File: src/sv/ffca_pkg.sv
// Package for the first-fit contiguous allocator.
// Holds field widths, tag and opcode constants and the result struct.
// No dependencies.
package ffca_pkg;

    localparam int DEF_MEMORY_UNITS = 1024;

    localparam int OWNER_W = 8;
    localparam int SIZE_W  = 11;
    localparam int START_W = 10;

    localparam logic [OWNER_W-1:0] FREE_TAG = 8'hFF;

    localparam logic OP_ALLOC   = 1'b0;
    localparam logic OP_RELEASE = 1'b1;

    typedef struct packed {
        logic               success;
        logic [START_W-1:0] start_unit;
    } t_result;

endpackage

File: src/sv/ffca_out_reg.sv
// Output holding register for allocator results, valid/ready toward the sink.
// Depends on ffca_pkg.
module ffca_out_reg (
    input  logic             i_clk,
    input  logic             i_rst_n,
    input  logic             i_res_valid,
    input  ffca_pkg::t_result i_res,
    output logic             o_res_ready,
    output logic             o_valid,
    input  logic             i_ready,
    output logic             o_success,
    output logic [ffca_pkg::START_W-1:0] o_start_unit
);
    import ffca_pkg::*;

    logic    r_valid;
    t_result r_res;
    logic    n_valid;

    assign o_res_ready = !r_valid || i_ready;

    always_comb begin
        n_valid = r_valid;
        if (i_res_valid && o_res_ready) begin
            n_valid = 1'b1;
        end else if (r_valid && i_ready) begin
            n_valid = 1'b0;
        end
    end

    always_ff @(posedge i_clk) begin
        if (!i_rst_n) begin
            r_valid <= 1'b0;
        end else begin
            r_valid <= n_valid;
        end
        if (i_res_valid && o_res_ready) begin
            r_res <= i_res;
        end
    end

    assign o_valid      = r_valid;
    assign o_success    = r_res.success;
    assign o_start_unit = r_res.start_unit;

endmodule

File: config.mk
export PLATFORM = sky130hd
export DESIGN_NAME = ffca_out_reg
export DESIGN_NICKNAME = d
export VERILOG_FILES = /design/src/sv/ffca_pkg.sv /design/src/sv/ffca_out_reg.sv
export SDC_FILE = /design/constraint.sdc
export NUM_CORES = 1
export LEC_CHECK = 0
export BUFFER_PORTS_ARGS = -buffer_cell sky130_fd_sc_hd__buf_2
export CORE_AREA = 2 2 39 41
export DETAILED_ROUTE_END_ITERATION = 8
export DIE_AREA = 0 0 41 43
export REMOVE_ABC_BUFFERS = 1
export SLEW_MARGIN = 25
export SYNTH_ARGS = -nofsm -noshare
export SYNTH_HDL_FRONTEND = slang
export SYNTH_SLANG_ARGS = --single-unit
export TNS_END_PERCENT = 30
File: constraint.sdc
create_clock -name i_clk -period 0.8 [get_ports i_clk]
set_input_delay 0.16 -clock i_clk [delete_from_list [all_inputs] [get_ports i_clk]]
set_output_delay 0.16 -clock i_clk [all_outputs]
set_load 0.03 [all_outputs]
==> impl_metrics.ini, run 1 <==
[clock_tree]
cts_buffer_depth = 2
root_buffer = clkbuf_4
cts_hold_buf = 0
cts_sinks = 12
clk_pin_slew_ps = 70
htreeDepth = 1
cts_made_buffers = 3
tritoncts = done
insertion_delay_ps = 260

[floorplanning]
fp.dieArea_mm2 = 0.00176
io_pins = 28
initial_core_util = 0.280
row_count = 14
die_h_um = 43
core_area_mm2 = 0.00138
die_w_um = 41

[critical_path]
crit_required_ps = 640
cp_slowest_cell = dfxtp_2
cp.arrival_ps = 900
cp_cell_sequence = nand2b_4 > buf_6 > buf_6
reg2reg_depth = 2
worst_path_most_repeated_cell = buf_6
cpPeakStageDelay_ps = 350
critPathLaunchType = flip-flop
path_class = flip-flop to output port
cp_max_fo = 2
end_kind = output port

[final_layout]
finalNetCount = 66
instances_no_fill = 66
antenna_cells = 0
syn_to_final_growth_pct = 74.8
final_util = 0.490
nFillCells = 136
drive_above_1_share = 0.740
mostFrequentLayoutCells = buf_2, buf_6, edfxtp_1, clkbuf_4, buf_4

[timing]
hold_violations = 0
slew_violations = 0
worst_pin_slew_ps = 151
tns_ps = -3400
setup_violations = 24
rsz0062_at_grt = true
setup_ws_ps = -256
clock.fmax_mhz = 947
period_share = 1.32
max_slew_margin = 0.900
skew_ps = 4.78
timing.final.crit_period_ps = 1060

[logic_synthesis]
synth-seq-area-share = 0.903
synth_cell_type_count = 6
yosys.area.top_type_share = 0.852
yosysWarnings = 0
ys_seq_elements = 12
synth_area_leaders = edfxtp_1, dfxtp_1, nand2b_4
avgSynthCellArea_um2 = 24.2
syn_area_um2 = 388
synthCells = 16
yosysTopAreaCell = edfxtp_1

[worst_hold_path]
worstHoldPathCells = 1
holdCritPathClass = primary input to flip-flop

[flow_run]
maxCapViolations = 0

[power_and_ir_drop]
power_frac_comb = 0.173
peakVddDrop_mv = 0.786
pwr-share-seq = 0.558
power_mw = 1.34
internal_power_mw = 1.03
power_density_mw_per_mm2 = 1970
switching_share = 0.226
switchingPower_mw = 0.302
power_leakage_nw = 0.300
p_clk_frac = 0.268

[status]
status = finished, violations left
violations = setup timing

[drt]
routed-via-count = 269
drc = 0
drt_iter0_markers = 1
drt.antenna.violating_nets = 0
drt-total-wl_um = 741
dr.pass1.iters = 2
vias_per_cell = 4.08
wl_per_cell_um = 11.2

[placement]
globalplace.congestion = 0.601
portBuffers = 27
dp_slack_ps = -121
dp_cells = 60

[global_routing]
grt_pass1_wl_um = 1140
antenna_found_initial = 0
grt_max_degree = 12
track_usage = 0.101
grt_pass1_vias = 293
overflow = 0
==> worst max-delay path, delay by kind of cell, from the launching register on <==
kind / cells / cell delay (ps)
buffers and inverters: 2 / 230
AND/OR/NAND/NOR: 1 / 60
flip-flops: 1 / 350
==> power by group through the flow <==
| stage | logic (mW) | registers (mW) | clock network (mW) |
|---|---|---|---|
| final | 0.231 | 0.746 | 0.359 |
| after global placement | 0.177 | 0.751 | 0 |
| after floorplan | 0.0298 | 0.827 | 0 |
| after global routing | 0.247 | 0.750 | 0.415 |
| after CTS | 0.224 | 0.747 | 0.390 |
| after detailed placement | 0.179 | 0.752 | 0 |
==> cells by family after synthesis <==
family / synth area share
buffers and inverters: 0.00967
AOI/OAI and AO/OA: 0.0290
and+or+nand+nor: 0.0581
DFF: 0.903
==> repair_timing <==
action	4_1_cts	5_1_grt
resized for setup	26	3
setup buffers	1	1
cloned	0	0
pin swaps	1	0
setup endpoints to repair	24	25
hold endpoints to repair	0	0
==> per-stage QoR <==
step           hold WS [ps]  area (um^2)
2_1_floorplan           259          388
3_3_place_gp            341          551
3_5_place_dp            338          551
4_1_cts                55.8          664
5_1_grt                53.1          678
6_report               71.6          678
==> cell type report <==
type	instances	area (um^2)	share of cell area
flip-flops and latches	12	352	0.518
repair buffers	30	243	0.358
multi-input cells	3	33.8	0.0498
clock buffers	4	26.3	0.0387
well taps	16	20.0	0.0295
inverters	1	3.75	0.00554
==> synthesized netlist by cell type <==
cell type	instances
edfxtp_1	11
a21boi_2	1
and2_4	1
dfxtp_1	1
inv_1	1
nand2b_4	1
==> metal layers <==
layer	up-vias	track usage	share of wire
met3	0	0.0366	0.18
met4	0	0.100	0
met1	117	0.113	0.36
met2	26	0.138	0.46
li1	126	-	-
met5	-	0	0
==> state kept, by name, summed over array words and instances (netlist names) <==
signal        count
o_start_unit     10
o_valid           1
o_success         1
==> worst paths after layout <==
kind / slack [ps] / endpoint / start
max: -260 / o_res_ready / o_valid
max reg2reg: -120 / o_start_unit[4] / o_valid
min: 70 / o_start_unit[3] / i_res[3]
min reg2reg: 650 / o_valid / o_valid
(Power assumes the default switching activity.)
==> run 2: changes to the inputs <==
Settings changed: CELL_PAD_IN_SITES_DETAIL_PLACEMENT set to 1, CELL_PAD_IN_SITES_GLOBAL_PLACEMENT set to 2, CORE_AREA 2 2 39 41 to unset, CORE_UTILIZATION set to 21, DIE_AREA 0 0 41 43 to unset, PLACE_DENSITY_LB_ADDON set to 0.1.
==> impl_metrics.ini, run 2 (same netlist as run 1, synthesis figures left out) <==
[status]
status = finished, violations left
violations = setup timing

[drt]
drc = 0
drt.antenna.violating_nets = 0
routed-via-count = 255
vias_per_cell = 3.54
drt-total-wl_um = 742
wl_per_cell_um = 10.3
drt_iter0_markers = 1
dr.pass1.iters = 2

[final_layout]
final_common_cell = buf_2
antenna_cells = 0
mostFrequentLayoutCells = buf_2, buf_6, edfxtp_1, clkbuf_4
finalNetCount = 63
drive_above_1_share = 0.723
largest_reg_flops = 10
instances_no_fill = 72
seqCellArea_um2 = 352
post-route-cell-area_um2 = 657
nFillCells = 187
syn_to_final_growth_pct = 69.4
multi_input_area_um2 = 33.8

[clock_tree]
htreeDepth = 1
post_cts_buffers = 0
insertion_delay_ps = 270
clk_pin_slew_ps = 80
cts_buffer_depth = 2
tritoncts = done
root_buffer = clkbuf_4
cts_made_buffers = 3
cts_sinks = 12

[critical_path]
cp_cell_sequence = buf_6
cpPeakStageDelay_ps = 390
end_kind = output port
worst-path-stages = 1
cp_slowest_cell = edfxtp_1
reg2reg_depth = 2
endpoint = o_start_unit[4]
cp.arrival_ps = 820
r2r_slack_ps = -130
r2r-end = o_success
cp.buffers_inverters = 1
r2r_start = o_valid
path_class = flip-flop to output port
crit_start = o_start_unit[4]
cp_max_fo = 1
crit_required_ps = 640
cp_top_family = flip-flops
critPathLaunchType = flip-flop

[timing]
clock.fmax_mhz = 1020
skew_ps = 11.0
hold_violations = 0
worst_pin_slew_ps = 148
rsz0062_at_grt = true
timing.final.crit_period_ps = 977
setup_ws_ps = -177
slew_violations = 0
period_share = 1.22
setup_violations = 24
max_slew_margin = 0.902

[placement]
dp_cells = 68
dp_slack_ps = -145
globalplace.congestion = 0.588
portBuffers = 27
placed_area_um2 = 554

[floorplanning]
core_area_mm2 = 0.00173
initial_core_util = 0.225
die_w_um = 45.0
io_pins = 28
die_h_um = 45.0
fp.dieArea_mm2 = 0.00202
row_count = 15

[global_routing]
grt_pass1_wl_um = 1070
grt_max_degree = 12
track_usage = 0.0835
antenna_found_initial = 0
overflow = 0
grt_pass1_vias = 267

[worst_hold_path]
holdCritPathClass = primary input to flip-flop

[power_and_ir_drop]
switchingPower_mw = 0.318
switching_share = 0.238
power_mw = 1.34
power_leakage_nw = 0.283
p_clk_frac = 0.284
internal_power_mw = 1.02
pwr-share-seq = 0.557
power_frac_comb = 0.159
peakVddDrop_mv = 0.722
power_density_mw_per_mm2 = 2040

[flow_run]
maxCapViolations = 0
run 2: cell types whose count changed in the layout (fill, tap and decap cells not counted), sizes merged:
| cell | before | now |
|---|---|---|
| buf | 30 | 27 |
run 2: power by group through the flow:
stage	sequential, mW	combinational, mW	clock, mW
6_report	0.745	0.213	0.380
5_1_grt	0.750	0.226	0.429
4_1_cts	0.746	0.216	0.404
3_5_place_dp	0.751	0.176	0
3_3_place_gp	0.750	0.173	0
2_1_floorplan	0.827	0.0298	0
run 2: layout make-up:
type                    count  area share
repair buffers             27       0.320
clock buffers               4      0.0400
well taps                  25      0.0476
multi-input cells           3      0.0514
flip-flops and latches     12       0.535
inverters                   1     0.00571
run 2: worst min-delay path by stage:
stage | startpoint | end | slack, ps | cells past startpoint
global placement | i_res[4] | o_start_unit[4] | 340 | 1
detailed placement | i_res[10] | o_success | 340 | 1
CTS | i_res[4] | o_start_unit[4] | 50 | 1
floorplan | i_res[0] | o_start_unit[0] | 260 | 0
global route | i_res[8] | o_start_unit[8] | 40 | 1
finish | i_res[8] | o_start_unit[8] | 60 | 1
run 2: layer usage:
metal  GRT usage  part of all wire
met1      0.0744              0.29
met2       0.142              0.62
met3      0.0360             0.092
met4      0.0727                 0
met5           0                 0
run 2: through the flow:
step                setup TNS (ps)   util  hold slack, ps
floorplan                    -4080      -             259
global placement             -1380  0.321             337
detailed placement           -1590  0.321             339
CTS                          -3800  0.380            53.5
global route                 -4370  0.380            43.2
finish                       -3400  0.380            60.3
run 2: repair_timing:
item	CTS	global route
setup endpoints to repair	24	24
resized for setup	25	0
pin swaps	1	0
hold buffers	0	0
