## src/sv/ffca_pkg.sv

```systemverilog
// Package for the first-fit contiguous allocator.
// Holds field widths, tag and opcode constants and the result struct.
// No dependencies.
package ffca_pkg;

    localparam int DEF_MEMORY_UNITS = 1024;

    localparam int OWNER_W = 8;
    localparam int SIZE_W  = 11;
    localparam int START_W = 10;

    localparam logic [OWNER_W-1:0] FREE_TAG = 8'hFF;

    localparam logic OP_ALLOC   = 1'b0;
    localparam logic OP_RELEASE = 1'b1;

    typedef struct packed {
        logic               success;
        logic [START_W-1:0] start_unit;
    } t_result;

endpackage

```

## src/sv/ffca_engine.sv

```systemverilog
// Allocator sequencer: clear pass, release sweep, first-fit scan and run fill
// over the owner map RAM (registered read). Depends on ffca_pkg.
module ffca_engine #(
    parameter int MEMORY_UNITS = ffca_pkg::DEF_MEMORY_UNITS
) (
    input  logic                          i_clk,
    input  logic                          i_rst_n,
    input  logic                          i_valid,
    output logic                          o_ready,
    input  logic                          i_operation,
    input  logic [ffca_pkg::OWNER_W-1:0]  i_owner_id,
    input  logic [ffca_pkg::SIZE_W-1:0]   i_request_size,
    output logic                          o_res_valid,
    output ffca_pkg::t_result             o_res,
    input  logic                          i_res_ready,
    output logic                          o_we,
    output logic [$clog2(MEMORY_UNITS)-1:0] o_waddr,
    output logic [ffca_pkg::OWNER_W-1:0]  o_wdata,
    output logic [$clog2(MEMORY_UNITS)-1:0] o_raddr,
    input  logic [ffca_pkg::OWNER_W-1:0]  i_rdata
);
    import ffca_pkg::*;

    localparam int AW = $clog2(MEMORY_UNITS);
    localparam int CW = $clog2(MEMORY_UNITS + 1);
    localparam int SW = (CW > SIZE_W) ? CW : SIZE_W;
    localparam logic [CW-1:0] CNT_END  = CW'(MEMORY_UNITS);
    localparam logic [CW-1:0] CNT_LAST = CW'(MEMORY_UNITS - 1);

    typedef enum logic [5:0] {
        S_CLEAR = 6'b000001,
        S_IDLE  = 6'b000010,
        S_REL   = 6'b000100,
        S_SCAN  = 6'b001000,
        S_FILL  = 6'b010000,
        S_RESP  = 6'b100000
    } t_state;

    t_state              r_state, n_state;
    logic [CW-1:0]       r_cnt, n_cnt;
    logic                r_pend, n_pend;
    logic [AW-1:0]       r_chk_addr, n_chk_addr;
    logic [OWNER_W-1:0]  r_owner, n_owner;
    logic [SIZE_W-1:0]   r_size, n_size;
    logic [CW-1:0]       r_run, n_run;
    logic [AW-1:0]       r_start, n_start;
    logic [AW-1:0]       r_fill_addr, n_fill_addr;
    logic [SIZE_W-1:0]   r_fill_left, n_fill_left;
    t_result             r_res, n_res;

    logic [CW-1:0]       run_inc;
    logic [AW-1:0]       run_start;
    logic [SW-1:0]       start_ext;
    logic                issuing;

    assign o_ready     = (r_state == S_IDLE);
    assign o_res_valid = (r_state == S_RESP);
    assign o_res       = r_res;
    assign o_raddr     = r_cnt[AW-1:0];
    assign issuing     = (r_cnt != CNT_END);

    always_comb begin
        n_state     = r_state;
        n_cnt       = r_cnt;
        n_pend      = 1'b0;
        n_chk_addr  = r_cnt[AW-1:0];
        n_owner     = r_owner;
        n_size      = r_size;
        n_run       = r_run;
        n_start     = r_start;
        n_fill_addr = r_fill_addr;
        n_fill_left = r_fill_left;
        n_res       = r_res;
        o_we        = 1'b0;
        o_waddr     = r_cnt[AW-1:0];
        o_wdata     = FREE_TAG;
        run_inc     = r_run + CW'(1);
        run_start   = (r_run == '0) ? r_chk_addr : r_start;
        start_ext   = SW'(run_start);

        case (r_state)
            S_CLEAR: begin
                o_we  = 1'b1;
                n_cnt = r_cnt + CW'(1);
                if (r_cnt == CNT_LAST) begin
                    n_state = S_IDLE;
                end
            end
            S_IDLE: begin
                n_cnt = '0;
                n_run = '0;
                if (i_valid) begin
                    n_owner = i_owner_id;
                    n_size  = i_request_size;
                    n_res   = '0;
                    if (i_operation == OP_RELEASE) begin
                        n_res.success = 1'b1;
                        n_state       = S_REL;
                    end else if (i_request_size == '0 || i_owner_id == FREE_TAG) begin
                        n_state = S_RESP;
                    end else begin
                        n_state = S_SCAN;
                    end
                end
            end
            S_REL: begin
                // read entry u while entry u-1 is checked and freed if it matches the owner
                if (issuing) begin
                    n_cnt  = r_cnt + CW'(1);
                    n_pend = 1'b1;
                end
                if (r_pend && i_rdata == r_owner) begin
                    o_we    = 1'b1;
                    o_waddr = r_chk_addr;
                end
                if (!issuing && !r_pend) begin
                    n_state = S_RESP;
                end
            end
            S_SCAN: begin
                if (issuing) begin
                    n_cnt  = r_cnt + CW'(1);
                    n_pend = 1'b1;
                end
                if (r_pend) begin
                    if (i_rdata == FREE_TAG) begin
                        n_run   = run_inc;
                        n_start = run_start;
                        if (SW'(run_inc) >= SW'(r_size)) begin
                            n_pend           = 1'b0;
                            n_fill_addr      = run_start;
                            n_fill_left      = r_size;
                            n_res.success    = 1'b1;
                            n_res.start_unit = start_ext[START_W-1:0];
                            n_state          = S_FILL;
                        end
                    end else begin
                        n_run = '0;
                    end
                end else if (!issuing) begin
                    n_state = S_RESP;
                end
            end
            S_FILL: begin
                o_we        = 1'b1;
                o_waddr     = r_fill_addr;
                o_wdata     = r_owner;
                n_fill_addr = r_fill_addr + AW'(1);
                n_fill_left = r_fill_left - SIZE_W'(1);
                if (r_fill_left == SIZE_W'(1)) begin
                    n_state = S_RESP;
                end
            end
            S_RESP: begin
                if (i_res_ready) begin
                    n_state = S_IDLE;
                end
            end
            default: begin
                n_state = S_IDLE;
            end
        endcase
    end

    always_ff @(posedge i_clk) begin
        if (!i_rst_n) begin
            r_state <= S_CLEAR;
            r_cnt   <= '0;
            r_pend  <= 1'b0;
        end else begin
            r_state <= n_state;
            r_cnt   <= n_cnt;
            r_pend  <= n_pend;
        end
        r_chk_addr  <= n_chk_addr;
        r_owner     <= n_owner;
        r_size      <= n_size;
        r_run       <= n_run;
        r_start     <= n_start;
        r_fill_addr <= n_fill_addr;
        r_fill_left <= n_fill_left;
        r_res       <= n_res;
    end

endmodule

```

## config.mk

```make
export PLATFORM = sky130hd
export DESIGN_NAME = ffca_engine
export DESIGN_NICKNAME = d
export VERILOG_FILES = /design/src/sv/ffca_pkg.sv /design/src/sv/ffca_engine.sv
export SDC_FILE = /design/constraint.sdc
export NUM_CORES = 1
export LEC_CHECK = 0
export BUFFER_PORTS_ARGS = -buffer_cell sky130_fd_sc_hd__buf_2
export CAP_MARGIN = 20
export CORE_ASPECT_RATIO = 0.75
export CORE_UTILIZATION = 35
export CTS_BUF_LIST = sky130_fd_sc_hd__clkbuf_2
export DETAILED_ROUTE_END_ITERATION = 16
export GPL_TIMING_DRIVEN = 0
export SLEW_MARGIN = 20
export SYNTH_ARGS = -nofsm -noshare
export SYNTH_HDL_FRONTEND = slang
export SYNTH_SLANG_ARGS = --single-unit
```

## constraint.sdc

```tcl
create_clock -name i_clk -period 4.4 [get_ports i_clk]
set_input_delay 0.22 -clock i_clk [delete_from_list [all_inputs] [get_ports i_clk]]
set_output_delay 0.22 -clock i_clk [all_outputs]
set_load 0.02 [all_outputs]
```

==> metrics.csv, run 1 <==
metric,value,unit
die_y,106,um
hold_path.class,input port to register,
stdcell_count,773,
grt_pass1_wl,20.7,mm
synth.distinct_cells,55,
post_cts_buffers,0,
track_usage,0.180,
crit_chain,and3_1 -> and3_1 -> and3_1 -> xor2_1 -> ha_1 -> and3_1 -> a221o_1 -> a41oi_1 -> o21ai_1 -> nand2_1 -> nand2_1,
crit_type,register to register,
startpoint_type,register,
drt_iter0_drc,238,
skew,28.9,ps
core.rowCount,37,
dr.pass1.iters,5,
ys_warn_count,0,
crit_top_cell,and3_1,
synth-seq-area-share,0.536,
io_pins,74,
antenna_found_initial,0,
cts-root-buf,clkbuf_2,
power-per-cell-area,265,mW/mm^2
irDropWorstVdd,137,uV
io_buffers,73,
p_leak,2.56,nW
place_ws,760,ps
drive_gt1_frac,0.190,
period_share,0.836,
status,completed,
dpl_cell_area,0.00571,sq mm
cts.path.max_buffers,2,
antennaDiodeCount,0,
syn_to_final_growth,19.4,%
wl_per_cell,16.3,um
synthFlopType,edfxtp_1,
syn-cell-area,0.00508,sq mm
cts.sinks,100,
drtAntennaViolNets,0,
grt_max_degree,22,
grt_pass1_vias,3831,
crit_path_max_incr_delay,550,ps
dp.cells,735,
async_flop_share,0,
slowest_stage,nand2_1,
drc,0,
clkLatencyLatePin,600,ps
tightest_slew,1010,ps
cpLargestDelayFamily,simple AND/OR/NAND/NOR gates,
slew_viol_final,0,
worst_slack,723,ps
viasPerCell,5.07,
cap_viol_max_count,0,
hpwl,9.35,mm
die_area,0.0150,sq mm
setup_viol,0,
grt-ovfl-total,0,
relSlewSlack,0.328,
gp_congestion,0.928,
path_clk_slew,270,ps
cp.arrival,3830,ps
syn_avg_cell_area,10.9,sq um
cp.required,4550,ps
fp.dieW,141,um
synth_nets,516,
multi_input_area,0.00210,sq mm
synth_edf_count,72,
stdcell_area,0.00607,sq mm
hold_violations,0,
layout.nets,623,
synthCells,466,
fin_crit,3680,ps
rsz0062_at_grt,false,
endpoint_kind,register,
cts_made_buffers,9,
layout.area.seq,0.00272,sq mm
h-tree-depth,3,
ys_seq_elements,100,
core-area,0.0139,sq mm
cts_tree,done,
initial_core_util,0.365,
path_buf_inv,0,
fmax,0.272,GHz
n_fill_cell,1338,
crit_fanout,21,
fin_tns_setup,0,ps
totalWireLength,12.6,mm
vias,3921,
==> kinds of logic (layout without fill, tap and decap cells) <==
family | after synthesis | count (layout) | share of synthesized area
buf+inv | 56 | 168 | 0.0512
simple gates | 169 | 169 | 0.181
flops | 100 | 100 | 0.536
mux | 11 | 11 | 0.0217
compound gates | 72 | 72 | 0.0973
fa+ha+maj | 18 | 18 | 0.0443
xor+xnor | 40 | 40 | 0.0689
==> report_power, final <==
| group | switching (mW) | internal (mW) |
|---|---|---|
| combinational | 0.0352 | 0.0385 |
| sequential | 0.00596 | 1.01 |
| clock | 0.329 | 0.192 |
| total | 0.371 | 1.24 |
==> final timing paths <==
path	cells past startpoint	end	slack, ps	start
max reg2reg	11	r_fill_left[4]	720	r_run[3]
min	4	r_state[3]	90	i_valid
max	11	r_fill_left[4]	720	r_run[3]
min reg2reg	0	r_chk_addr[1]	450	r_cnt[1]
==> tightest hold or removal path: stages <==
cell and delay, ps:
buf_2 80, o21ai_1 90, nor2_1 100, o2111a_1 190
==> synth_stat cells, drive strengths merged, types with 4 or more instances <==
library cell | number | area (sq um)
inv | 33 | 124
nand3 | 16 | 80.1
ha | 18 | 225
clkbuf | 11 | 41.3
mux2i | 11 | 110
buf | 11 | 86.3
nand4 | 8 | 50.1
nor4 | 17 | 136
a21o | 9 | 67.6
xnor2 | 20 | 175
a31oi | 5 | 31.3
edfxtp | 72 | 2160
nand2 | 28 | 105
a221o | 4 | 40.0
dfxtp | 28 | 561
nor3 | 9 | 50.1
and3 | 10 | 62.6
nor2 | 45 | 169
nand2b | 9 | 56.3
a21oi | 15 | 75.1
o21ai | 16 | 80.1
a22o | 6 | 52.6
nor2b | 9 | 56.3
xor2 | 20 | 175
==> area by class of cell <==
| class | instances | share of cell area |
|---|---|---|
| repair buffers | 96 | 0.0984 |
| flip-flops and latches | 100 | 0.449 |
| inverters | 34 | 0.0219 |
| well taps | 195 | 0.0402 |
| clock inverters | 7 | 0.0159 |
| plain buffers | 22 | 0.0210 |
| multi-input cells | 310 | 0.347 |
| clock buffers | 9 | 0.00742 |
==> cells in the final DEF, fill, tap and decap left out, drive strengths merged, types with 9 or more instances in the layout <==
| cell | Yosys | layout |
|---|---|---|
| nor2 | 45 | 45 |
| nand2 | 28 | 28 |
| nor3 | 9 | 9 |
| a21oi | 15 | 15 |
| mux2i | 11 | 11 |
| a21o | 9 | 9 |
| nand3 | 16 | 16 |
| dlygate4sd3 | 0 | 22 |
| nand2b | 9 | 9 |
| buf | 11 | 85 |
| xnor2 | 20 | 20 |
| dfxtp | 28 | 28 |
| nor2b | 9 | 9 |
| clkbuf | 11 | 20 |
| xor2 | 20 | 20 |
| inv | 33 | 36 |
| nor4 | 17 | 17 |
| o21ai | 16 | 16 |
| and3 | 10 | 10 |
| ha | 18 | 18 |
| edfxtp | 72 | 72 |
==> timing repair <==
item / in CTS / in global routing
hold buffers: 22 / 0
gates resized for setup: 0 / 0
hold endpoints to repair: 28 / 0
==> per-layer routing <==
layer	GRT usage	vias up	wire, um
met2	0.275	129	5670
li1	-	1903	-
met1	0.256	1880	5960
met4	0.0474	0	118
met3	0.0387	9	870
met5	0	-	0
==> registers in the layout (all words and copies together) (netlist names) <==
register	cells
r_run	11
o_res	11
r_chk_addr	10
r_cnt	11
r_pend	1
r_state	6
r_size	11
r_start	10
r_owner	8
r_fill_addr	10
r_fill_left	11
==> metrics by stage <==
step / util / power, mW / hold WS [ps]
2_1_floorplan: - / 1.06 / 282
3_3_place_gp: 0.408 / 1.09 / 413
3_5_place_dp: 0.410 / 1.09 / 412
4_1_cts: 0.435 / 1.62 / 30.9
5_1_grt: 0.435 / 1.66 / 64.4
6_report: 0.435 / 1.61 / 86.7
Power figures use the tool's default switching activity.
==> run 2: changes to the inputs <==
==> constraint.sdc (replaced) <==
create_clock -name i_clk -period 3.1 [get_ports i_clk]
set_input_delay 0.155 -clock i_clk [delete_from_list [all_inputs] [get_ports i_clk]]
set_output_delay 0.155 -clock i_clk [all_outputs]
set_load 0.02 [all_outputs]
==> metrics.csv, run 2 (synthesis results as in run 1) <==
metric,value,unit,change
setup_viol,0,,unchanged
antenna_found_initial,0,,unchanged
n_fill_cell,1351,,"was 1,338"
r2r-end,o_res[9],,was r_fill_left[4]
rsz0062_at_grt,true,,was false
cts.path.max_buffers,2,,unchanged
wl_per_cell,16.2,um,was 16.3 um
grt-ovfl-total,0,,unchanged
die_y,106,um,unchanged
hold_ws,148,ps,was 86.7 ps
drc,0,,unchanged
layout_common_cells,"buf_2, edfxtp_1, nor2_1",,unchanged
totalWireLength,12.6,mm,about the same
antennaDiodeCount,0,,unchanged
crit_path_max_incr_delay,440,ps,was 550 ps
slew_viol_final,0,,unchanged
power-per-cell-area,337,mW/mm^2,was 265 mW/mm^2
crit_top_cell,and3_1,,unchanged
grt_max_degree,22,,unchanged
core.rowCount,37,,unchanged
cts-root-buf,clkbuf_2,,unchanged
period_share,0.984,,was 0.836
status,completed,,unchanged
path_clk_slew,250,ps,was 270 ps
drt_iter0_drc,189,,was 238
p_leak,2.59,nW,was 2.56 nW
dr.pass1.iters,5,,unchanged
core-area,0.0139,sq mm,unchanged
layout.nets,627,,was 623
relSlewSlack,0.303,,was 0.328
fp.dieW,141,um,unchanged
hold_path.class,input port to register,,unchanged
endpoint,o_res[9],,was r_fill_left[4]
layout.area.seq,0.00273,sq mm,was 0.00272 sq mm
track_usage,0.178,,was 0.180
r2r_slack,50,ps,was 720 ps
cts_tree,done,,unchanged
rr_worst_depth,10,,was 11
fin_crit,3050,ps,was 3680 ps
cap_viol_max_count,0,,unchanged
cp.arrival,3410,ps,was 3830 ps
startpoint_type,register,,unchanged
syn_to_final_growth,21.0,%,was 19.4%
die_area,0.0150,sq mm,unchanged
viasPerCell,5.09,,was 5.07
r2r-start,r_run[4],,was r_run[3]
irDropWorstVdd,203,uV,was 137 uV
initial_core_util,0.365,,unchanged
grt_pass1_vias,3916,,"was 3,831"
fmax,0.328,GHz,was 0.272 GHz
fin_util,0.441,,was 0.435
crit_type,register to register,,unchanged
tightest_slew,1050,ps,was 1010 ps
final_common_cell,buf_2,,unchanged
whs_path_depth,3,,was 4
gp_congestion,0.918,,was 0.928
io_pins,74,,unchanged
drtAntennaViolNets,0,,unchanged
endpoint_kind,register,,unchanged
hold_violations,0,,unchanged
drive_gt1_frac,0.215,,was 0.190
cts_made_buffers,9,,unchanged
cts.sinks,100,,unchanged
io_buffers,73,,unchanged
h-tree-depth,3,,unchanged
multi_input_area,0.00220,sq mm,was 0.00210 sq mm
clkLatencyLatePin,610,ps,was 600 ps
cp.required,3460,ps,was 4550 ps
hpwl,9.13,mm,was 9.35 mm
crit_chain,and3_1 -> and3_1 -> and3_1 -> xor2_1 -> ha_1 -> and3_1 -> a221o_1 -> a41oi_2 -> o21ai_2 -> a41o_4,,was and3_1 -> and3_1 -> and3_1 -> xor2_1 -> ha_1 -> and3_1 -> a221o_1 -> a41oi_1 -> o21ai_1 -> nand2_1 -> nand2_1
vias,3955,,"was 3,921"
skew,45.4,ps,was 28.9 ps
cp-startpoint,r_run[4],,was r_run[3]
grt_pass1_wl,20.2,mm,was 20.7 mm
crit_fanout,11,,was 21
slowest_stage,edfxtp_1,,was nand2_1
==> run 2: repair_timing <==
action	CTS	global route
setup buffers	3	2
pin swaps	0	2
hold buffers	22	1
cloned	0	0
endpoints found under the hold margin	28	1
gates resized for setup	13	13
setup endpoints to repair	51	43
==> run 2: power by group <==
part | internal [mW] | leakage, nW | switching (mW)
Clock | 0.0997 | 0.0521 | 0.433
Combinational | 0.0553 | 1.60 | 0.0503
Sequential | 1.43 | 0.934 | 0.00877
Total | 1.58 | 2.59 | 0.492
==> run 2: how the worst min path moves through the flow <==
stage / start / end / slack (ps)
3_5_place_dp: i_owner_id[3] / r_owner[3] / 350
3_3_place_gp: i_owner_id[3] / r_owner[3] / 350
4_1_cts: i_valid / r_state[3] / 2
5_1_grt: i_rdata[0] / r_start[1] / 90
2_1_floorplan: i_rst_n / r_state[0] / 220
6_report: i_rdata[0] / r_start[1] / 150
==> run 2: routing by layer <==
layer  routed length, um  up-vias  track usage  part of all wire
met5                   0        -            0                 0
met4                 126        0       0.0435             0.010
met3                 602       13       0.0486             0.048
met2                5670      103        0.273              0.45
met1                6150     1925        0.248              0.49
li1                    -     1914            -                 -
==> run 2: area by class of cell <==
class | count | share of cell area
Buffer | 21 | 0.0218
Clock buffer | 10 | 0.00814
Timing Repair Buffer | 101 | 0.103
Clock inverter | 6 | 0.00509
Tap cell | 195 | 0.0397
Multi-Input combinational cell | 310 | 0.358
Sequential cell | 100 | 0.443
Inverter | 34 | 0.0216
==> run 2: through the flow <==
step                power [mW]  instance area, sq um  std cells  setup slack [ps]  TNS (ps)
finish                    2.08                  6150        777              50.6         0
global route              2.15                  6150        777             -35.0      -288
CTS                       2.10                  6080        775              3.01         0
detailed placement        1.55                  5700        734              -695    -17540
global placement          1.54                  5700        734              -614    -15740
floorplan                 1.50                  5090        466              84.4         0
==> run 2: critical path, delay by kind of cell (launching register included) <==
| kind | cells | cell delay (ps) |
|---|---|---|
| XOR/XNOR | 1 | 160 |
| AO/OA/AOI/OAI | 4 | 1070 |
| flip-flops | 1 | 440 |
| adder cells (fa/ha/maj) | 1 | 300 |
| AND/OR/NAND/NOR | 4 | 850 |
